**config.mk**
```make
export PLATFORM = sky130hd
export DESIGN_NAME = usb_device_event_sequencer
export DESIGN_NICKNAME = d
export VERILOG_FILES = /design/src/rtl/udes_pkg.sv /design/src/rtl/udes_alu.sv /design/src/rtl/udes_rsp_hold.sv /design/src/rtl/usb_device_event_sequencer.sv
export SDC_FILE = /design/constraint.sdc
export NUM_CORES = 1
export LEC_CHECK = 0
export ABC_AREA = 1
export BUFFER_PORTS_ARGS = -buffer_cell sky130_fd_sc_hd__buf_2
export CORE_MARGIN = 1
export CORE_UTILIZATION = 59
export CTS_BUF_LIST = sky130_fd_sc_hd__clkbuf_4 sky130_fd_sc_hd__clkbuf_8 sky130_fd_sc_hd__clkbuf_16
export CTS_CLUSTER_SIZE = 30
export DETAILED_ROUTE_END_ITERATION = 10
export GPL_TIMING_DRIVEN = 0
export PLACE_DENSITY = 0.81
export SLEW_MARGIN = 20
export SYNTH_ARGS = -nofsm -noshare
export SYNTH_HDL_FRONTEND = slang
export SYNTH_SLANG_ARGS = --single-unit
```
**constraint.sdc**
```tcl
create_clock -name clock -period 6.06 [get_ports clock]
set_input_delay 0.303 -clock clock [delete_from_list [all_inputs] [get_ports clock]]
set_output_delay 0.303 -clock clock [all_outputs]
set_load 0.02 [all_outputs]
```
**src/rtl/udes_pkg.sv**
```systemverilog
// ----------------------------------------------------------------------------
// udes_pkg: shared types and codes for the USB device event sequencer
// Request and response payloads, function, event and action codes, and the
// one-hot encodings of the control-stage and sequencer state machines.
// ----------------------------------------------------------------------------
package udes_pkg;

   localparam int NUM_ENDPOINTS   = 16;
   localparam int EP0_PACKET_SIZE = 64;
   localparam int EP_W            = $clog2(NUM_ENDPOINTS);

   // request function codes
   localparam logic [2:0] FUNC_INTERRUPT = 3'd0;
   localparam logic [2:0] FUNC_SETUP_RX  = 3'd1;
   localparam logic [2:0] FUNC_OUT_READ  = 3'd2;
   localparam logic [2:0] FUNC_IN_ARMED  = 3'd3;
   localparam logic [2:0] FUNC_OUT_EN    = 3'd4;
   localparam logic [2:0] FUNC_STALL_EP0 = 3'd5;

   // notification codes
   localparam logic [3:0] EV_RESET   = 4'd0;
   localparam logic [3:0] EV_FRAME   = 4'd1;
   localparam logic [3:0] EV_RESUME  = 4'd2;
   localparam logic [3:0] EV_SUSPEND = 4'd3;
   localparam logic [3:0] EV_SETUP   = 4'd4;
   localparam logic [3:0] EV_IN      = 4'd5;
   localparam logic [3:0] EV_OUT     = 4'd6;
   localparam logic [3:0] EV_STATUS  = 4'd7;
   localparam logic [3:0] EV_NONE    = 4'd8;

   // endpoint-zero handshake actions
   localparam logic [2:0] ACT_NONE         = 3'd0;
   localparam logic [2:0] ACT_SERVICED     = 3'd1;
   localparam logic [2:0] ACT_SERVICED_END = 3'd2;
   localparam logic [2:0] ACT_TXREADY      = 3'd3;
   localparam logic [2:0] ACT_TXREADY_END  = 3'd4;
   localparam logic [2:0] ACT_STALL        = 3'd5;
   localparam logic [2:0] ACT_CLR_RXREADY  = 3'd6;

   typedef struct packed {
      logic [2:0]  func;
      logic [3:0]  bus_events;
      logic [15:0] rx_pending;
      logic [15:0] tx_pending;
      logic [3:0]  ep0_flags;
      logic [15:0] tx_busy;
      logic [3:0]  endpoint;
      logic [10:0] xfer_size;
      logic [15:0] setup_length;
   } req_type;

   typedef struct packed {
      logic [3:0] event_res;
      logic [3:0] event_endpoint;
      logic [2:0] ep_action;
      logic       last;
   } rsp_type;

   // control from the sequencer to the response holding stage
   typedef struct packed {
      logic push;
      logic flush;
   } hold_ctl_type;

   typedef enum logic [4:0] {
      STG_WAIT_SETUP = 5'b00001,
      STG_DATA_OUT   = 5'b00010,
      STG_DATA_IN    = 5'b00100,
      STG_STATUS     = 5'b01000,
      STG_IDLE       = 5'b10000
   } stage_type;

   typedef enum logic [9:0] {
      SEQ_IDLE      = 10'b0000000001,
      SEQ_CALL      = 10'b0000000010,
      SEQ_BUS       = 10'b0000000100,
      SEQ_E0_FLAGS  = 10'b0000001000,
      SEQ_E0_DUE    = 10'b0000010000,
      SEQ_E0_IN     = 10'b0000100000,
      SEQ_E0_RX     = 10'b0001000000,
      SEQ_E0_SETUP  = 10'b0010000000,
      SEQ_RX_SCAN   = 10'b0100000000,
      SEQ_TX_SCAN   = 10'b1000000000
   } seq_state_type;

endpackage

```
**src/rtl/udes_alu.sv**
```systemverilog
// ----------------------------------------------------------------------------
// udes_alu: remaining-length unit
// Saturating subtract of a packet size from the control length and the
// last-packet compare, shared by the endpoint-zero read and arm calls.
// ----------------------------------------------------------------------------
module udes_alu
   import udes_pkg::*;
(
   input  logic [15:0] remaining,
   input  logic [10:0] size,
   output logic [15:0] diff,
   output logic        pkt_last
);

   always_comb begin
      if (16'(size) > remaining) begin
         diff = '0;
      end else begin
         diff = remaining - 16'(size);
      end
      pkt_last = (diff == '0) || (size < 11'(EP0_PACKET_SIZE));
   end

endmodule

```
**src/rtl/udes_rsp_hold.sv**
```systemverilog
// ----------------------------------------------------------------------------
// udes_rsp_hold: one-deep response holding stage
// Delays each response by one push so the final one of a request can be
// marked as last when the sequencer flushes at the end of the request.
// ----------------------------------------------------------------------------
module udes_rsp_hold
   import udes_pkg::*;
(
   input  logic         clock,
   input  logic         reset,
   input  hold_ctl_type ctl,
   input  rsp_type      push_item,
   output logic         rsp_valid,
   output rsp_type      rsp_item
);

   logic    held_ff;
   logic    held_in;
   rsp_type item_ff;

   always_comb begin
      held_in   = held_ff;
      rsp_valid = 1'b0;
      rsp_item  = item_ff;
      if (ctl.push) begin
         rsp_valid     = held_ff;
         rsp_item.last = 1'b0;
         held_in       = 1'b1;
      end else if (ctl.flush) begin
         rsp_valid     = held_ff;
         rsp_item.last = 1'b1;
         held_in       = 1'b0;
      end
   end

   always_ff @(posedge clock) begin
      if (reset) begin
         held_ff <= 1'b0;
      end else begin
         held_ff <= held_in;
      end
   end

   always_ff @(posedge clock) begin
      if (ctl.push) begin
         item_ff <= push_item;
      end
   end

endmodule

```
**src/rtl/usb_device_event_sequencer.sv**
```systemverilog
// ----------------------------------------------------------------------------
// usb_device_event_sequencer: USB device control endpoint event sequencer
// Steps through interrupt snapshots and driver calls one request at a time
// and emits notifications and endpoint-zero handshake actions.
// ----------------------------------------------------------------------------
// Usage:
//   Raise start with a request on req_item while busy is low; the request is
//   taken at that clock edge and busy stays high until it is fully handled.
//   Responses appear on rsp_item for one cycle each, marked by rsp_valid;
//   rsp_item.last flags the final response of a request. There is no
//   backpressure: the receiver must take every response as it comes.
//   A driver call keeps busy high through its call step and a flush step, and
//   its response shows in the flush step; an unused function code takes only
//   the call step. An interrupt snapshot walks the four bus events, then, when
//   endpoint zero is flagged, its flags, due-status, IN and receive steps plus
//   a setup step when a setup closes an open data or status stage, then scans
//   endpoints 1 to NUM_ENDPOINTS - 1 for receive and again for IN, with one
//   more step when the last endpoint completes an IN. The shared sequencer
//   visits one bus event or one endpoint per cycle.
//   Responses come at most one per cycle, each one held in a one-deep stage
//   until the next push or the flush so the last one can be marked.
//   Reset (synchronous, active high) returns the control stage to waiting
//   for setup, marks status as reported and clears all handshake masks.
// ----------------------------------------------------------------------------
module usb_device_event_sequencer
   import udes_pkg::*;
(
   input  logic    clock,
   input  logic    reset,
   input  logic    start,
   output logic    busy,
   input  req_type req_item,
   output logic    rsp_valid,
   output rsp_type rsp_item
);

   seq_state_type seq_ff, seq_in;
   stage_type     stage_ff, stage_in;
   logic [1:0]    bit_cnt_ff, bit_cnt_in;
   logic [EP_W-1:0] ep_cnt_ff, ep_cnt_in;
   logic          reported_ff, reported_in;
   logic          due_ff, due_in;
   logic          last_armed_ff, last_armed_in;
   logic          burst_ff, burst_in;
   logic [15:0]   remaining_ff, remaining_in;
   logic [NUM_ENDPOINTS-1:0] out_hs_ff, out_hs_in;
   logic [NUM_ENDPOINTS-1:0] in_wait_ff, in_wait_in;
   req_type       req_ff;

   hold_ctl_type  hold_ctl;
   rsp_type       push_item;

   // shared length unit
   logic [15:0]   alu_diff;
   logic          alu_pkt_last;

   // deferred operations, resolved after the per-state decode
   logic            tgl_en;
   logic [EP_W-1:0] tgl_ep;
   logic            rs_en;
   logic            ep_ok;
   logic [EP_W-1:0] call_ep;

   udes_alu u_alu (
      .remaining (remaining_ff),
      .size      (req_ff.xfer_size),
      .diff      (alu_diff),
      .pkt_last  (alu_pkt_last)
   );

   udes_rsp_hold u_hold (
      .clock     (clock),
      .reset     (reset),
      .ctl       (hold_ctl),
      .push_item (push_item),
      .rsp_valid (rsp_valid),
      .rsp_item  (rsp_item)
   );

   assign busy    = (seq_ff != SEQ_IDLE);
   assign ep_ok   = {1'b0, req_ff.endpoint} < 5'(NUM_ENDPOINTS);
   assign call_ep = req_ff.endpoint[EP_W-1:0];

   always_comb begin
      seq_in        = seq_ff;
      stage_in      = stage_ff;
      bit_cnt_in    = bit_cnt_ff;
      ep_cnt_in     = ep_cnt_ff;
      reported_in   = reported_ff;
      due_in        = due_ff;
      last_armed_in = last_armed_ff;
      burst_in      = burst_ff;
      remaining_in  = remaining_ff;
      out_hs_in     = out_hs_ff;
      in_wait_in    = in_wait_ff;
      hold_ctl      = '0;
      push_item     = '{event_res: EV_NONE, event_endpoint: 4'd0,
                        ep_action: ACT_NONE, last: 1'b0};
      tgl_en        = 1'b0;
      tgl_ep        = '0;
      rs_en         = 1'b0;

      case (seq_ff)
         SEQ_IDLE: begin
            bit_cnt_in = '0;
            if (start) begin
               seq_in = (req_item.func == FUNC_INTERRUPT) ? SEQ_BUS : SEQ_CALL;
            end
         end

         SEQ_CALL: begin
            seq_in = SEQ_IDLE;
            case (req_ff.func)
               FUNC_SETUP_RX: begin
                  remaining_in  = req_ff.setup_length;
                  last_armed_in = 1'b0;
                  hold_ctl.push = 1'b1;
                  push_item.ep_action = ACT_SERVICED;
                  seq_in = SEQ_TX_SCAN;
               end
               FUNC_OUT_READ: begin
                  if (ep_ok) begin
                     hold_ctl.push = 1'b1;
                     seq_in        = SEQ_TX_SCAN;
                     if (req_ff.endpoint == 4'd0) begin
                        remaining_in = alu_diff;
                        if (alu_pkt_last) begin
                           stage_in = STG_STATUS;
                           due_in   = 1'b1;
                           push_item.ep_action = ACT_SERVICED_END;
                        end else begin
                           push_item.ep_action = ACT_SERVICED;
                        end
                     end else begin
                        push_item.event_endpoint = req_ff.endpoint;
                        push_item.ep_action      = ACT_CLR_RXREADY;
                     end
                  end
               end
               FUNC_IN_ARMED: begin
                  if (ep_ok) begin
                     hold_ctl.push = 1'b1;
                     seq_in        = SEQ_TX_SCAN;
                     if (req_ff.endpoint == 4'd0) begin
                        remaining_in = alu_diff;
                        stage_in     = STG_DATA_IN;
                        if (alu_pkt_last) begin
                           last_armed_in = 1'b1;
                           push_item.ep_action = ACT_TXREADY_END;
                        end else begin
                           push_item.ep_action = ACT_TXREADY;
                        end
                     end else begin
                        in_wait_in[call_ep]      = 1'b1;
                        push_item.event_endpoint = req_ff.endpoint;
                        push_item.ep_action      = ACT_TXREADY;
                     end
                  end
               end
               FUNC_OUT_EN: begin
                  if (ep_ok) begin
                     tgl_en = 1'b1;
                     tgl_ep = call_ep;
                     seq_in = SEQ_TX_SCAN;
                  end
               end
               FUNC_STALL_EP0: begin
                  reported_in   = 1'b1;
                  stage_in      = STG_WAIT_SETUP;
                  hold_ctl.push = 1'b1;
                  push_item.ep_action = ACT_STALL;
                  seq_in = SEQ_TX_SCAN;
               end
               default: begin
                  seq_in = SEQ_IDLE;
               end
            endcase
            // a call finishes through the flush step: park the scan at its end
            ep_cnt_in = EP_W'(NUM_ENDPOINTS - 1);
            if (seq_in == SEQ_TX_SCAN) begin
               seq_in = SEQ_TX_SCAN;
            end
         end

         SEQ_BUS: begin
            if (bit_cnt_ff == 2'd0) begin
               if (req_ff.bus_events[0]) begin
                  if (!burst_ff) begin
                     burst_in      = 1'b1;
                     hold_ctl.push = 1'b1;
                     push_item.event_res = EV_RESET;
                  end
               end else if (req_ff.bus_events != 4'd0) begin
                  burst_in = 1'b0;
               end
            end else if (req_ff.bus_events[bit_cnt_ff]) begin
               hold_ctl.push = 1'b1;
               case (bit_cnt_ff)
                  2'd1:    push_item.event_res = EV_FRAME;
                  2'd2:    push_item.event_res = EV_RESUME;
                  default: push_item.event_res = EV_SUSPEND;
               endcase
            end
            bit_cnt_in = bit_cnt_ff + 2'd1;
            if (bit_cnt_ff == 2'd3) begin
               ep_cnt_in = EP_W'(1);
               seq_in    = req_ff.tx_pending[0] ? SEQ_E0_FLAGS : SEQ_RX_SCAN;
            end
         end

         SEQ_E0_FLAGS: begin
            // sent stall, then setup end
            if (req_ff.ep0_flags[0]) begin
               reported_in = 1'b1;
               stage_in    = STG_WAIT_SETUP;
            end
            rs_en  = req_ff.ep0_flags[1];
            seq_in = SEQ_E0_DUE;
         end

         SEQ_E0_DUE: begin
            rs_en  = due_ff;
            seq_in = SEQ_E0_IN;
         end

         SEQ_E0_IN: begin
            if (stage_ff == STG_DATA_IN && !req_ff.ep0_flags[2]) begin
               hold_ctl.push = 1'b1;
               push_item.event_res = EV_IN;
               if (last_armed_ff) begin
                  due_in = 1'b1;
               end else begin
                  stage_in = STG_IDLE;
               end
            end
            seq_in = SEQ_E0_RX;
         end

         SEQ_E0_RX: begin
            seq_in = SEQ_RX_SCAN;
            if (req_ff.ep0_flags[3]) begin
               case (stage_ff)
                  STG_WAIT_SETUP: begin
                     if (!reported_ff) begin
                        tgl_en = 1'b1;
                     end else begin
                        reported_in   = 1'b0;
                        hold_ctl.push = 1'b1;
                        push_item.event_res = EV_SETUP;
                     end
                  end
                  STG_DATA_OUT: begin
                     tgl_en = 1'b1;
                  end
                  STG_DATA_IN, STG_STATUS: begin
                     // close the status stage first, then report the setup
                     rs_en  = 1'b1;
                     seq_in = SEQ_E0_SETUP;
                  end
                  default: begin
                     // rx ready in idle stage: drop
                  end
               endcase
            end
         end

         SEQ_E0_SETUP: begin
            reported_in   = 1'b0;
            hold_ctl.push = 1'b1;
            push_item.event_res = EV_SETUP;
            seq_in = SEQ_RX_SCAN;
         end

         SEQ_RX_SCAN: begin
            if (req_ff.rx_pending[ep_cnt_ff]) begin
               tgl_en = 1'b1;
               tgl_ep = ep_cnt_ff;
            end
            if (ep_cnt_ff == EP_W'(NUM_ENDPOINTS - 1)) begin
               ep_cnt_in = EP_W'(1);
               seq_in    = SEQ_TX_SCAN;
            end else begin
               ep_cnt_in = ep_cnt_ff + EP_W'(1);
            end
         end

         SEQ_TX_SCAN: begin
            // driver calls land here with the scan parked at its end and
            // only their flush to do
            if (req_ff.func == FUNC_INTERRUPT && req_ff.tx_pending[ep_cnt_ff]
                && in_wait_ff[ep_cnt_ff] && !req_ff.tx_busy[ep_cnt_ff]) begin
               in_wait_in[ep_cnt_ff] = 1'b0;
               hold_ctl.push = 1'b1;
               push_item.event_res      = EV_IN;
               push_item.event_endpoint = 4'(ep_cnt_ff);
            end
            if (ep_cnt_ff == EP_W'(NUM_ENDPOINTS - 1)) begin
               // a push on the last endpoint repeats this step; its wait bit
               // is clear by then, so the repeat only flushes
               if (!hold_ctl.push) begin
                  seq_in = SEQ_IDLE;
               end
            end else begin
               ep_cnt_in = ep_cnt_ff + EP_W'(1);
            end
         end

         default: begin
            seq_in = SEQ_IDLE;
         end
      endcase

      // end of request: release the held response marked as last
      if (seq_ff != SEQ_IDLE && seq_in == SEQ_IDLE && !hold_ctl.push) begin
         hold_ctl.flush = 1'b1;
      end

      // OUT data toggle: report every second flag on an endpoint
      if (tgl_en) begin
         if (out_hs_ff[tgl_ep]) begin
            out_hs_in[tgl_ep] = 1'b0;
            hold_ctl.push     = 1'b1;
            push_item.event_res      = EV_OUT;
            push_item.event_endpoint = 4'(tgl_ep);
         end else begin
            out_hs_in[tgl_ep] = 1'b1;
         end
      end

      // status stage report, at most once per control transfer
      if (rs_en) begin
         due_in = 1'b0;
         if (!reported_in) begin
            reported_in   = 1'b1;
            stage_in      = STG_WAIT_SETUP;
            hold_ctl.push = 1'b1;
            push_item.event_res = EV_STATUS;
         end
      end
   end

   // Every request ends on a step without a push, so the held response is
   // always flushed as the last one before the block goes idle.
   always_ff @(posedge clock) begin
      if (reset) begin
         seq_ff        <= SEQ_IDLE;
         stage_ff      <= STG_WAIT_SETUP;
         bit_cnt_ff    <= '0;
         ep_cnt_ff     <= '0;
         reported_ff   <= 1'b1;
         due_ff        <= 1'b0;
         last_armed_ff <= 1'b0;
         burst_ff      <= 1'b0;
         remaining_ff  <= '0;
         out_hs_ff     <= '0;
         in_wait_ff    <= '0;
      end else begin
         seq_ff        <= seq_in;
         stage_ff      <= stage_in;
         bit_cnt_ff    <= bit_cnt_in;
         ep_cnt_ff     <= ep_cnt_in;
         reported_ff   <= reported_in;
         due_ff        <= due_in;
         last_armed_ff <= last_armed_in;
         burst_ff      <= burst_in;
         remaining_ff  <= remaining_in;
         out_hs_ff     <= out_hs_in;
         in_wait_ff    <= in_wait_in;
      end
   end

   always_ff @(posedge clock) begin
      if (start && !busy) begin
         req_ff <= req_item;
      end
   end

   // responses only come out while a request is in flight
   assert property (@(posedge clock) disable iff (reset) rsp_valid |-> busy)
      else $error("response outside of a request");

   // an accepted request always occupies the block for the next cycle
   assert property (@(posedge clock) disable iff (reset)
      (start && !busy) |=> busy)
      else $error("request accepted but block not busy");

   // the last response closes the request
   assert property (@(posedge clock) disable iff (reset)
      (rsp_valid && rsp_item.last) |=> !busy)
      else $error("block still busy after last response");

   // the scan counter never leaves the endpoint range
   assert property (@(posedge clock) disable iff (reset)
      busy |-> (32'(ep_cnt_ff) < NUM_ENDPOINTS))
      else $error("endpoint scan counter out of range");

endmodule
```
Yosys cells after proc, flatten, opt, wreduce, memory -nomap -nowiden
Index checks and enable logic that the tools add are counted.
- register bits after elaboration: 175
- latch bits: 0
- RAM bits: 0
- memory bits (read-only): 0
- input port bits: 93
- output and inout port bits: 14
- logic and storage cells: 247
- memories kept: 0
- add/subtract/negate cells: 3
- multipliers: 0
- divide/modulo/power cells: 0
- magnitude comparators: 9
- equality and inequality tests: 39
- shift operators: 0
- multiplexer cells: 126
- bitwise operators: 6
- reductions and logical operators: 40
- operator list (operator ; number):
    $pmux 10 s10 ; 1
    $mux 16 ; 6
    $mux 10 ; 8
    $mux 4 ; 17
    $pmux 16 s2 ; 2
    $mux 1 ; 48
    $mux 5 ; 8
    $and 16x16->16 ; 2
    $not 16->16 ; 2
    $or 16x16->16 ; 2
    $pmux 5 s3 ; 2
    $mux 9 ; 3
    $mux 8 ; 3
    $bmux 1 s4 ; 5
    $eq 10x1->1 const B ; 2
    $eq 10x10->1 const B ; 2
    $ne 2x2->1 const B ; 10
    $pmux 4 s5 ; 1
    $gt 11x16->1 ; 1
    $logic_not 16->1 ; 1
    $pmux 4 s2 ; 2
    $pmux 4 s4 ; 1
    $sub 16x11->16 ; 1
    $lt 4x5->1 const B ; 3
    49 further kinds ; 90

Logic depth before layout (Yosys ltp)
Gate-level depths: netlist (run 1).
- depth after elaboration: 16
- gate-level depth with buffers: 22
- gate-level depth less buffers: 20

Hierarchy
A second synthesis (run 1) with hierarchy kept.
- cell total of the unflattened synthesis: 1164
- area total of the unflattened synthesis: 9532.9 sq um
- modules (own cells, without submodules) (module ; times used ; cells an instance ; area each (sq um) ; sequential area each (sq um)):
    usb_device_event_sequencer ; 1 ; 899 ; 7862.5 ; 4164.0
    udes_alu ; 1 ; 234 ; 1172.4 ; 0.0
    udes_rsp_hold ; 1 ; 31 ; 498.0 ; 380.4

Worst setup path before layout (run 1)
Ideal clock, no wire load.
- kind: flip-flop to flip-flop
- start point: reg seq_ff[0]
- end point: reg req_ff (netlist bit call_ep[0]) (enable)
- library setup time: 0.540 ns
- arrival: 4.954 ns
- data required time: 5.520 ns
- path slack: 0.566 ns
- stages on the path, launching flop included: 6
- buffers on the path: 0
- path through: dfxtp_1 -> inv_1 -> or2_2 -> nor4_1 -> inv_1 -> nor2_1
- word-level cells in the longest chain between the ends: 3
- ends and longest elaborated chain (element ; line ; text):
    start: declaration ; usb_device_event_sequencer.sv:37 ; seq_state_type seq_ff, seq_in;
    start signal: assignment ; usb_device_event_sequencer.sv:358 ; seq_ff <= seq_in;
    $ne 10x1->1 ; usb_device_event_sequencer.sv:80 ; assign busy = (seq_ff != SEQ_IDLE);
    net busy ; usb_device_event_sequencer.sv:31 ; output logic busy,
    $logic_not 1->1 ; usb_device_event_sequencer.sv:373 ; if (start && !busy) begin
    $logic_and 1x1->1 ; usb_device_event_sequencer.sv:373 ;
    end signal: assignment ; usb_device_event_sequencer.sv:374 ; req_ff <= req_item;
    end: declaration ; usb_device_event_sequencer.sv:48 ; req_type req_ff;
The timed path passes the listed nets, and every way through them passes these cells.
A chain may end at the register's enable or synchronous reset.

Worst setup path in the final report (run 1)
- start point: reg ep_cnt_ff[3]
- end point: out rsp_valid
- word-level cells in the longest chain between the ends: 16
- elaborated cells on any way between the ends: 37
- classes of those cells: eq/ne (2); mux (28); reduce/logical (7)
- ends and longest elaborated chain (element ; line ; text):
    start: declaration ; usb_device_event_sequencer.sv:40 ; logic [EP_W-1:0] ep_cnt_ff, ep_cnt_in;
    start signal: assignment ; usb_device_event_sequencer.sv:361 ; ep_cnt_ff <= ep_cnt_in;
    $bmux 1 s4 ; usb_device_event_sequencer.sv:290 ; if (req_ff.func == FUNC_INTERRUPT && req_ff.tx_pending[ep_cnt_ff]
    $mux 1 (not written as such) ; usb_device_event_sequencer.sv:290 ;
    $logic_and 1x1->1 ; usb_device_event_sequencer.sv:290 ;
    $logic_and 1x1->1 (2 in series) ; usb_device_event_sequencer.sv:291 ; && in_wait_ff[ep_cnt_ff] && !req_ff.tx_busy[ep_cnt_ff]) begin
    $mux 1 ; usb_device_event_sequencer.sv:290 ;
    $mux 1 ; usb_device_event_sequencer.sv:103 ; case (seq_ff)
    $mux 10 ; usb_device_event_sequencer.sv:300 ; if (!hold_ctl.push) begin
    $mux 10 ; usb_device_event_sequencer.sv:297 ; if (ep_cnt_ff == EP_W'(NUM_ENDPOINTS - 1)) begin
    $pmux 10 s10 ; usb_device_event_sequencer.sv:103 ;
    $eq 10x1->1 ; usb_device_event_sequencer.sv:314 ; if (seq_ff != SEQ_IDLE && seq_in == SEQ_IDLE && !hold_ctl.push) begin
    $logic_and 1x1->1 (2 in series) ; usb_device_event_sequencer.sv:314 ;
    $mux 1 ; usb_device_event_sequencer.sv:314 ;
    $mux 1 ; udes_rsp_hold.sv:29 ; end else if (ctl.flush) begin
    $mux 1 * ; udes_rsp_hold.sv:25 ; if (ctl.push) begin
    end: declaration ; usb_device_event_sequencer.sv:33 ; output logic rsp_valid,
Mark *: on every way between the ends. The rest lies on a longest branch, timed or not. The select of a mux whose other input is x is not followed.

==> results.txt, run 1 <==
----------------------------------------------------
[Worst setup path]
  Setup crit end kind ... output port
  Endpoint required time on the critical path ... 5.76 ns
  Launch instance of the worst register-to-register path ... req_ff[16]$_DFFE_PP_
  Crit path arrival time ... ~3.2 ns
  Setup slack of the most critical reg-to-reg path ... 2.88 ns
  Crit path max fanout ... 9
  Capture point of the worst reg-to-reg path ... u_hold.rsp_item[1]$_SDFFCE_PN0P_
  Master of the slowest instance on the critical path ... nor2_1
  Critical path class ... flip-flop to output port
  Cell class contributing the biggest share of worst-path delay ... simple AND/OR/NAND/NOR gates
  Cells along the critical path ... inv_1, nor2_1, nand2_1, nand2_1, inv_1, nand2_2, nand3_1, nand2_2, inv_2, nand2_1, nand2_1, nand2_2, nand2_1, o21ai_4, nand3_1, nand2_1, inv_1, buf_2
  Cell occurring most often along the worst timing path ... nand2_1
  Timing startpoint of the critical path ... ep_cnt_ff[3]$_SDFFE_PP0P_
  Sum of buffers and inverters on the critical path ... 5
  Delay of the slowest cell on the worst path ... 0.43 ns
  Worst reg-to-reg path cell count ... 14
  Type of element launching the critical path ... flip-flop

[Detailed routing]
  Routed length per placed instance ... 16.1 um
  Detail Route Antenna Nets ... 0
  Average vias per placed instance ... 5.68
  Initial DRC Count ... 970
  1st-pass router iterations ... 6
  Final wirelength ... 23.0 mm
  DRC violation count after routing ... 0
  Via count ... 8080

[Worst hold path]
  Endpoint with the worst hold slack ... req_ff[56]$_DFFE_PP_
  Min-Delay Path Class ... input pin to flip-flop
  Cell depth of the worst hold path ... 1
  Startpoint of the lowest-slack hold path ... req_item[56]

[Clock network]
  Clock root buffer ... clkbuf_16
  TritonCTS sink count ... 175
  Total CTS buffers ... 17
  CTS resizes ... 0
  Clock transition at path regs ... 0.07 ns
  # hold bufs at CTS ... 0
  Maximum root-to-sink buffer count ... 2
  # H-tree levels ... 4
  Clock tree from TritonCTS ... yes
  Clock latency reported for the late side of the worst-skew pair ... 0.44 ns
  Number of buffers inserted to repair setup after CTS ... 0

[Yosys]
  Synthesized-area fraction occupied by and/or/nand/nor cells ... 0.230
  Distinct cells, synth ... 54
  Proportion of synthesized area in mux cells ... 0
  Cell area after technology mapping ... 9130 sq um
  Adder-cell share of the synthesized area ... 0.0296
  Number of warnings issued by yosys ... 0
  Average instance area after synthesis ... approximately 8.4 sq um
  Number of standard cells after synthesis ... about 1100
  Share of the synthesized netlist area taken by xor and xnor gates ... 0.00576
  Number of synthesized register bits ... between 150 and 200
  Sequential cell area fraction in the yosys report ... 0.495
  Number of flops mapped to enable cells by yosys ... 101
  Net count after synthesis ... 1206
  Dominant register cell in the synthesized netlist ... edfxtp_1
  Main combinational cell family by area after synthesis ... simple AND/OR/NAND/NOR gates
  Fraction of the mapped netlist area in compound gates ... 0.156
  Async set-or-reset flop fraction in the synthesized netlist ... 0

[Timing]
  Maximum clock rate ... 286 MHz
  Number of failing hold endpoints at the final stage ... 0
  Slew margin rel. ... 0.529
  Slew @ Worst Pin ... 0.706 ns
  Setup clock skew after layout ... roughly 0.010 ns
  Final setup violation count ... 0
  Post-layout worst setup margin ... 2.57 ns
  Final period utilization ... 0.576
  Clock period minus final worst setup slack ... between 3 and 4 ns
  Number of max-slew violations in the final report ... 0
  Unrepaired setup endpoints after global routing ... no

[Layout]
  Area growth, synth to finish ... 16.1%
  Final net count ... 1335
  Final core utilization ... 0.700
  Proportion of layout cells with a drive suffix above 1 ... 0.166
  Final non-filler cell total ... about 1400
  Most frequent standard cell in the layout excluding fill and tap cells ... nand2_1
  Highest-count cells in the layout ignoring fill and taps ... nand2_1, inv_1, buf_2

[Floorplanning]
  Die Span X ... approximately 130 um
  Standard cell core area ... 15100 sq um
  Core Rows ... 45
  Die Area ... 16000 sq um
  Y dimension of the die ... about 130 um
  Starting density of the core ... 0.603
  Io pins ... 107

[Global route]
  Vias in the first global route ... 7498
  Initial antenna violation count ... 2
  Wire length of the first global-routing pass ... 36.5 mm
  Grt total ovfl ... 0
  Pin count of the biggest net entering global routing ... 26
  GR Util All Layers ... 0.297

[Place]
  Placed insts ... 1390
  Detail Placement HPWL ... 17.1 mm
  Count of input and output buffers ... 106
  GPL Wtd Cong ... 0.944
  Pre-CTS setup slack ... 2.96 ns

[Pwr]
  Total power of the final layout ... 0.00276 W
  Pleak ... between 4 and 5 nW
  Maximum resistive drop on vdd ... around 0.00027 V
  Power per cell area ... 261 nW/um^2

[Outcome]
  Status ... complete, no violations

[Job]
  Max capacitance violation total ... 0

----------------------------------------------------
==> power by group <==
group	total, W	internal, W	switching (W)
sequential	0.00136	0.00133	0.0000264
combinational	0.000311	0.000104	0.000207
clock	0.00109	0.000605	0.000488
total	0.00276	0.00204	0.000722
==> kinds of logic after synthesis <==
kind of cell | after synthesis
AOI/OAI and AO/OA | 231
xor gates and xnor gates | 6
adders and majority gates | 21
buffers and inverters | 188
DFF | 175
and+or+nand+nor | 471
==> registers in the layout, summed over array words and instances (netlist names), named ones only <==
register         count
reported_ff          1
in_wait_ff          16
stage_ff             5
last_armed_ff        1
burst_ff             1
ep_cnt_ff            4
remaining_ff        16
u_hold.held_ff       1
seq_ff              10
due_ff               1
u_hold.rsp_item     11
call_ep              4
req_ff              86
bit_cnt_ff           2
==> Yosys cell counts, types with 2 or more instances <==
library cell / instances / area [sq um]
nand2_1: 215 / 807
inv_1: 148 / 556
edfxtp_1: 101 / 3030
nor2_1: 94 / 353
nand3_1: 81 / 405
o21ai_0: 80 / 400
dfxtp_1: 74 / 1480
a21oi_1: 73 / 365
nor3_1: 27 / 135
ha_1: 20 / 250
clkbuf_1: 15 / 56.3
nand4_1: 15 / 93.8
a21oi_2: 11 / 96.3
nand2_2: 10 / 62.6
o211a_1: 10 / 100
o22ai_1: 9 / 56.3
inv_2: 8 / 30.0
nor4_1: 8 / 50.1
a211oi_1: 7 / 52.6
o221ai_1: 7 / 61.3
buf_6: 6 / 67.6
o21ai_1: 6 / 30.0
a221oi_1: 5 / 43.8
o31ai_1: 5 / 37.5
or2_2: 5 / 31.3
buf_4: 4 / 30.0
xor2_1: 4 / 35.0
a31oi_1: 3 / 18.8
and3_1: 3 / 18.8
buf_2: 3 / 15.0
o211ai_1: 3 / 22.5
clkinv_1: 2 / 7.51
nand2_4: 2 / 22.5
nand3_4: 2 / 35.0
nand3b_1: 2 / 15.0
nor2_2: 2 / 12.5
o2111ai_1: 2 / 17.5
o21bai_1: 2 / 15.0
o22ai_4: 2 / 40.0
xnor2_1: 2 / 17.5
==> routing by layer <==
layer	share of wire	GRT usage
met5	0.00057	0
met1	0.43	0.398
met2	0.45	0.468
met4	0.026	0.121
met3	0.095	0.0671
==> stage by stage <==
stage	hold slack, ns	setup TNS [ns]	instance area [sq um]
finish	0.0349	0	10600
global route	0.0222	0	10600
CTS	0.0256	0	10600
detailed placement	0.445	0	10000
global placement	0.439	-96.95	9890
floorplan	0.382	0	9130
==> final cells by class <==
cell class / instances / area, sq um
Antenna cell: 1 / 2.50
Buffer: 29 / 173
Clock buffer: 18 / 450
Clock inverter: 14 / 143
Fill cell: 1205 / 4550
Inverter: 159 / 598
Multi-Input combinational cell: 729 / 3850
Sequential cell: 175 / 4510
Tap cell: 188 / 235
Timing Repair Buffer: 110 / 633
==> worst max path at each step <==
stage                                  endpoint  slack (ns)  cells past startpoint
6_report                              rsp_valid        2.57                     18
2_1_floorplan              call_ep[0]$_DFFE_PP_        0.57                      5
3_5_place_dp   u_hold.rsp_item[1]$_SDFFCE_PN0P_        2.96                     14
3_3_place_gp               req_ff[40]$_DFFE_PP_       -1.09                      5
4_1_cts                               rsp_valid        2.66                     18
5_1_grt                               rsp_valid        2.42                     18
(Power assumes the default switching activity.)
==> inputs of run 2 (changes only) <==
- ABC_AREA: 1 -> 0
- CORE_UTILIZATION: 59 -> 53
- PLACE_DENSITY: 0.81 -> 0.77
- clock period: 6.06 -> 3.2 ns (I/O delays scaled with it)
==> results.txt, run 2 <==
----------------------------------------------------
[Worst setup path]
  Master of the slowest instance on the critical path ... mux4_2
  Critical path class ... flip-flop to output port
  Type of element launching the critical path ... flip-flop
  Endpoint required time on the critical path ... 3.04 ns (-2.72 ns)
  Cell occurring most often along the worst timing path ... mux2_4
  Delay of the slowest cell on the worst path ... 0.50 ns (+0.07 ns)
  Cell class contributing the biggest share of worst-path delay ... multiplexers
  Cells along the critical path ... buf_4, mux4_2, mux2_4, mux2_4, a32oi_4, mux2_4, o2bb2a_4, nor2b_4, buf_8, o211ai_4, o21a_4, buf_6
  Crit path arrival time ... 3.66 ns (+0.47 ns)
  Crit path max fanout ... 5 (-4)
  Setup crit end kind ... output port
  Sum of buffers and inverters on the critical path ... 3 (-2)

[Yosys]
  Number of standard cells after synthesis ... 868 (-21%)
  Average instance area after synthesis ... 10.2 sq um (+22%)
  Async set-or-reset flop fraction in the synthesized netlist ... 0 (unchanged)
  Most numerous cell types in the synthesized netlist ... edfxtp_1, nand2_1, nor2_1
  Net count after synthesis ... 982 (-19%)
  Cell area after technology mapping ... 8870 sq um (-2.9%)
  Fraction of post-synthesis cell area in the top cell type by area ... 0.342 (+0.00980)
  Cell type contributing the most total cell area after synthesis ... edfxtp_1
  Number of flops mapped to enable cells by yosys ... 101 (unchanged)
  Number of synthesized register bits ... 175 (unchanged)
  Dominant register cell in the synthesized netlist ... edfxtp_1
  Sequential cell area fraction in the yosys report ... 0.509 (+0.0146)
  Distinct cells, synth ... 82 (+52%)
  Library cell with the highest instance count after synthesis ... edfxtp_1
  Largest cells by area after synthesis ... edfxtp_1, dfxtp_1, nand2_1
  Number of warnings issued by yosys ... 0 (unchanged)

[Clock network]
  Clock tree from TritonCTS ... yes
  Maximum root-to-sink buffer count ... 2 (unchanged)
  # H-tree levels ... 4 (unchanged)
  TritonCTS sink count ... 175 (unchanged)
  Clock root buffer ... clkbuf_16
  Clock transition at path regs ... 0.08 ns (about the same)
  Clock latency reported for the late side of the worst-skew pair ... 0.45 ns (about the same)
  Total CTS buffers ... 17 (unchanged)

[Layout]
  Largest registers ... req_ff x86, in_wait_ff x16, remaining_ff x16
  Most frequent standard cell in the layout excluding fill and tap cells ... buf_2
  Number of flip-flops under the largest register name ... 86 (unchanged)
  Final non-filler cell total ... 1342 (-5.7%)
  Area growth, synth to finish ... 33.6%
  Highest-count cells in the layout ignoring fill and taps ... buf_2, edfxtp_1, dlygate4sd3_1
  Register name with the most flops ... req_ff
  Final instance area ... 11800 sq um (+12%)
  Total inserted antenna cells ... 0 (-1)
  Proportion of layout cells with a drive suffix above 1 ... 0.252 (+0.0861)
  Final net count ... 1227 (-8.1%)
  Number of filler cells placed in the layout ... 1098 (-8.9%)

[Global route]
  Initial antenna violation count ... 0 (-2)
  GR Util All Layers ... 0.303 (+0.00583)
  Vias in the first global route ... 7725 (+3.0%)
  Grt total ovfl ... 0 (unchanged)
  Wire length of the first global-routing pass ... 40.1 mm (+9.8%)
  Pin count of the biggest net entering global routing ... 29 (+12%)

[Timing]
  Slew margin rel. ... 0.325 (-0.204)
  Post-layout worst setup margin ... -0.621 ns (-3.19 ns)
  Unrepaired setup endpoints after global routing ... yes
  Final period utilization ... 1.19
  Final setup violation count ... 37 (+37)
  Number of max-slew violations in the final report ... 0 (unchanged)
  Number of failing hold endpoints at the final stage ... 0 (unchanged)
  Clock period minus final worst setup slack ... 3.82 ns
  Setup clock skew after layout ... 0.0157 ns (+0.00525 ns)
  Slew @ Worst Pin ... 1.00 ns (+0.299 ns)
  Maximum clock rate ... 262 MHz

[Detailed routing]
  Routed length per placed instance ... 19.5 um (+21%)
  Initial DRC Count ... 962 (-0.82%)
  Average vias per placed instance ... 6.00 (+5.6%)
  Via count ... 8050 (-0.37%)
  Detail Route Antenna Nets ... 0 (unchanged)
  1st-pass router iterations ... 7 (+1)
  Final wirelength ... 26.2 mm (+14%)
  DRC violation count after routing ... 0 (unchanged)

[Pwr]
  Power per cell area ... 452 nW/um^2 (+73%)
  Maximum resistive drop on vdd ... 0.000433 V (+62%)
  Sequential cell fraction of total power ... 0.478 (-0.014)
  Switching part of the total ... 0.266 (+0.00483)
  Part of the power in combinational logic ... 0.127 (+0.014)
  Internal Power ... 0.00393 W (+92%)
  Total power of the final layout ... 0.00535 W (+94%)
  Portion of total power attributed to the clock network ... 0.395 (about the same)
  Pleak ... 4.50 nW (-2.1%)
  Net Sw Power ... 0.00142 W (+97%)

[Place]
  GPL Wtd Cong ... 0.900 (-4.7%)
  Area after DPL ... 9780 sq um (-2.2%)
  Placed insts ... 1192 (-14%)
  Count of input and output buffers ... 105 (-0.94%)
  Detail Placement HPWL ... 15.9 mm (-7.5%)
  Pre-CTS setup slack ... -0.790 ns (-3.75 ns)

[Floorplanning]
  Die Span X ... 131 um (+3.9%)
  Y dimension of the die ... 131 um (+3.9%)
  Standard cell core area ... 16100 sq um (+6.4%)
  Die Area ... 17200 sq um (+8.0%)
  Io pins ... 107 (unchanged)
  Core Rows ... 46 (+2.2%)
  Starting density of the core ... 0.550 (-0.0525)

[Job]
  Max capacitance violation total ... 0 (unchanged)

[Outcome]
  Failing checks ... negative setup slack
  Status ... finished with violations

[Worst hold path]
  Min-Delay Path Class ... input pin to flip-flop

----------------------------------------------------
run 2: worst paths after layout:
check	startpoint	end	slack, ns	cells past startpoint
setup / recovery	ep_cnt_ff[1]$_SDFFE_PP0P_	rsp_valid	-0.62	12
setup reg to reg	ep_cnt_ff[1]$_SDFFE_PP0P_	u_hold.rsp_item[7]$_DFFE_PP_	-0.33	13
hold reg to reg	in_wait_ff[0]$_SDFFE_PP0P_	in_wait_ff[0]$_SDFFE_PP0P_	0.46	2
hold / removal	start	seq_ff[1]$_SDFF_PP0_	0.04	3
run 2: power groups by stage:
| stage | combinational, W | sequential [W] | clock [W] |
|---|---|---|---|
| 2_1_floorplan | 0.000306 | 0.00259 | 0 |
| 3_3_place_gp | 0.000459 | 0.00260 | 0 |
| 3_5_place_dp | 0.000489 | 0.00260 | 0 |
| 4_1_cts | 0.000627 | 0.00255 | 0.00209 |
| 5_1_grt | 0.000723 | 0.00256 | 0.00220 |
| 6_report | 0.000680 | 0.00256 | 0.00211 |
run 2: worst reg2reg max path, stage by stage, from the launching register on:
cell,delay (ns)
dfxtp_4,0.38
buf_4,0.14
mux4_2,0.50
mux2_4,0.32
buf_4,0.15
nand3_1,0.12
o21ai_2,0.16
a32o_1,0.39
o2bb2a_4,0.23
nor2b_4,0.17
buf_8,0.11
buf_4,0.18
o21ai_2,0.06
a221o_1,0.33
run 2: metal layers:
metal  part of all wire  track usage
met1               0.40        0.388
met2               0.49        0.494
met3              0.083       0.0737
met4              0.026        0.120
met5                  0            0
run 2: per-stage QoR:
step                      utilization  hold slack (ns)  TNS [ns]
after detailed placement        0.607            0.338    -12.98
after floorplan                     -            0.259    -13.20
final                           0.735           0.0351     -7.59
after CTS                       0.720           0.0151     -5.52
after global routing            0.735           0.0441    -10.48
after global placement          0.603            0.337    -75.87
run 2: cell type report:
| class | count | area [sq um] | share of cell area |
|---|---|---|---|
| Buffer | 41 | 219 | 0.0185 |
| Clock inverter | 13 | 134 | 0.0113 |
| Clock buffer | 19 | 464 | 0.0392 |
| Multi-Input combinational cell | 615 | 4340 | 0.367 |
| Sequential cell | 175 | 4520 | 0.382 |
| Timing Repair Buffer | 231 | 1770 | 0.149 |
| Tap cell | 216 | 270 | 0.0228 |
| Inverter | 32 | 120 | 0.0101 |
run 2: what timing repair did:
item / CTS / global route
endpoints found under the hold margin: 90 / 0
pin swaps: 10 / 15
buffers inserted: 24 / 13
hold buffers: 90 / 0
gates resized for setup: 39 / 51
setup endpoints to repair: 64 / 73
run 2: logic make-up (layout without fill, tap and decap cells):
group                      after synthesis  count (layout)  share of synthesized area
DFF                                    175             175                      0.509
AOI/OAI and AO/OA                      220             220                      0.169
and+or+nand+nor                        328             328                      0.187
buffers and inverters                   78             336                     0.0371
xor gates and xnor gates                 9               9                    0.00889
adders and majority gates               21              21                     0.0305
muxes                                   37              37                     0.0587
==> inputs of run 3 (changes only) <==
- CORE_MARGIN: 1 -> 8
- HOLD_SLACK_MARGIN: not set -> 0.08
==> results.txt, run 3 (same netlist as run 2, synthesis figures left out) <==
----------------------------------------------------
[Place]
  Detail Placement HPWL ... 16.7 mm (+5.6%)
  Count of input and output buffers ... 105 (unchanged)
  GPL Wtd Cong ... 0.926 (+3.0%)

[Timing]
  Clock period minus final worst setup slack ... 3.83 ns (+0.00560 ns)
  Post-layout worst setup margin ... -0.627 ns (-0.00560 ns)
  Setup total negative slack ... -9.72 ns (-2.13 ns)
  Maximum clock rate ... 261 MHz (-0.15%)
  Number of failing hold endpoints at the final stage ... 0 (unchanged)
  Final setup violation count ... 36 (-2.7%)
  Setup clock skew after layout ... 0.0101 ns (-0.00561 ns)
  Final period utilization ... 1.20 (+0.00175)
  Unrepaired setup endpoints after global routing ... yes
  Slew @ Worst Pin ... 0.898 ns (-0.107 ns)
  Slew margin rel. ... 0.397 (+0.0718)
  Number of max-slew violations in the final report ... 0 (unchanged)

[Layout]
  Area growth, synth to finish ... 35.8%
  Final core utilization ... 0.731 (-0.00355)
  Largest registers ... req_ff x86, in_wait_ff x16, remaining_ff x16
  Register name with the most flops ... req_ff
  Total inserted antenna cells ... 0 (unchanged)
  Highest-count cells in the layout ignoring fill and taps ... buf_2, edfxtp_1, dlygate4sd3_1
  Number of flip-flops under the largest register name ... 86 (unchanged)
  Most frequent standard cell in the layout excluding fill and tap cells ... buf_2
  Proportion of layout cells with a drive suffix above 1 ... 0.270 (+0.0180)
  Final net count ... 1237 (+0.81%)

[Clock network]
  Maximum root-to-sink buffer count ... 2 (unchanged)
  Total CTS buffers ... 17 (unchanged)
  # H-tree levels ... 4 (unchanged)
  Clock tree from TritonCTS ... yes
  Clock root buffer ... clkbuf_16
  TritonCTS sink count ... 175 (unchanged)
  Clock transition at path regs ... 0.07 ns (about the same)
  Clock latency reported for the late side of the worst-skew pair ... 0.44 ns (about the same)

[Detailed routing]
  Initial DRC Count ... 995 (+3.4%)
  Detail Route Antenna Nets ... 0 (unchanged)
  Via count ... 8137 (+1.1%)
  1st-pass router iterations ... 6 (-1)
  DRC violation count after routing ... 0 (unchanged)
  Average vias per placed instance ... 6.00 (about the same)
  Routed length per placed instance ... 19.9 um (+2.3%)
  Final wirelength ... 27.1 mm (+3.4%)

[Worst setup path]
  Crit path max fanout ... 6 (+1)
  Endpoint required time on the critical path ... 3.04 ns (about the same)
  Type of element launching the critical path ... flip-flop
  Crit path arrival time ... 3.67 ns (about the same)
  Setup crit end kind ... output port
  Master of the slowest instance on the critical path ... mux4_2
  Critical path class ... flip-flop to output port
  Cells along the critical path ... buf_12, mux4_2, mux2_4, buf_6, a222oi_1, buf_4, mux2i_1, mux2i_1, o2bb2a_4, nor2b_4, buf_8, o211ai_4, o21a_4, buf_6
  Delay of the slowest cell on the worst path ... 0.49 ns (about the same)
  Setup slack of the most critical reg-to-reg path ... -0.48 ns (-0.15 ns)

[Global route]
  Grt total ovfl ... 0 (unchanged)
  GR Util All Layers ... 0.249 (-0.0534)
  Wire length of the first global-routing pass ... 42.5 mm (+5.9%)
  Pin count of the biggest net entering global routing ... 30 (+3.4%)
  Initial antenna violation count ... 0 (unchanged)
  Vias in the first global route ... 8091 (+4.7%)

[Pwr]
  Pleak ... 4.58 nW (+1.8%)
  Power per cell area ... 445 nW/um^2 (-1.4%)
  Maximum resistive drop on vdd ... 0.000478 V (+10%)

[Outcome]
  Status ... finished with violations
  Failing checks ... negative setup slack

[Floorplanning]
  Core Rows ... 47 (+2.2%)
  Starting density of the core ... 0.538 (-0.0117)
  Standard cell core area ... 16500 sq um (+2.2%)
  Y dimension of the die ... 145 um (+11%)
  Die Span X ... 145 um (+11%)
  Die Area ... 21100 sq um (+22%)
  Io pins ... 107 (unchanged)

[Job]
  Max capacitance violation total ... 0 (unchanged)

[Worst hold path]
  Min-Delay Path Class ... input pin to flip-flop

----------------------------------------------------
-- run 3: cell types whose count changed in the layout (fill, tap and decap cells not counted), sizes merged --
cell / previous run / this run
clkinv: 4 / 5
clkbuf: 49 / 50
bufinv: 0 / 1
buf: 152 / 159
inv: 41 / 40
dlygate4sd3: 90 / 91
-- run 3: final timing paths --
check / startpoint / to / depth (start not counted)
worst max register to register: ep_cnt_ff[1]$_SDFFE_PP0P_ / u_hold.rsp_item[7]$_DFFE_PP_ / 15
worst max-delay path: ep_cnt_ff[1]$_SDFFE_PP0P_ / rsp_valid / 14
worst min-delay path: reset / reported_ff$_SDFF_PP1_ / 3
worst min register to register: in_wait_ff[4]$_SDFFE_PP0P_ / in_wait_ff[4]$_SDFFE_PP0P_ / 2
-- run 3: cell type report --
class | instances | area (sq um)
flip-flops and latches | 175 | 4520
fillers | 1128 | 4420
multi-input cells | 615 | 4370
repair buffers | 240 | 1910
clock buffers | 18 | 439
well taps | 220 | 275
plain buffers | 42 | 235
clock inverters | 14 | 166
inverters | 32 | 120
-- run 3: layer usage --
metal  vias to the layer above  track usage  wire length [um]
met5                         -            0                 0
met2                       400        0.415             13200
met3                        80       0.0578              2200
met1                      3896        0.308             10800
li1                       3761            -                 -
met4                         0        0.103               821
-- run 3: where the power goes --
group	internal (W)	leakage (nW)	switching, W	total [W]
logic	0.000320	2.72	0.000362	0.000682
clock network	0.00114	0.299	0.000988	0.00213
registers	0.00251	1.57	0.0000488	0.00255
-- run 3: worst max-delay path: cells and delay by family, from the launching register on --
kind            cells  cell delay [ns]
buf+inv             5             0.73
compound gates      4             0.78
flops               1             0.37
mux                 4             1.17
simple gates        1             0.16
-- run 3: stage by stage --
step	hold slack (ns)	instances	power, W	area [sq um]	worst slack (ns)
floorplan	0.259	868	0.00289	8920	-0.138
detailed placement	0.338	1197	0.00310	9820	-0.711
CTS	0.193	1344	0.00532	11700	-0.619
global route	0.267	1356	0.00552	12000	-0.757
finish	0.248	1356	0.00536	12000	-0.627
global placement	0.336	1193	0.00306	9720	-0.742
-- run 3: what timing repair did --
item                       4_1_cts  5_1_grt
setup buffers                   28       13
cloned                           0        1
hold buffers                    91        0
setup endpoints to repair       64       71
hold endpoints to repair        91        0
gates resized for setup         48       63
pin swaps                       14       15
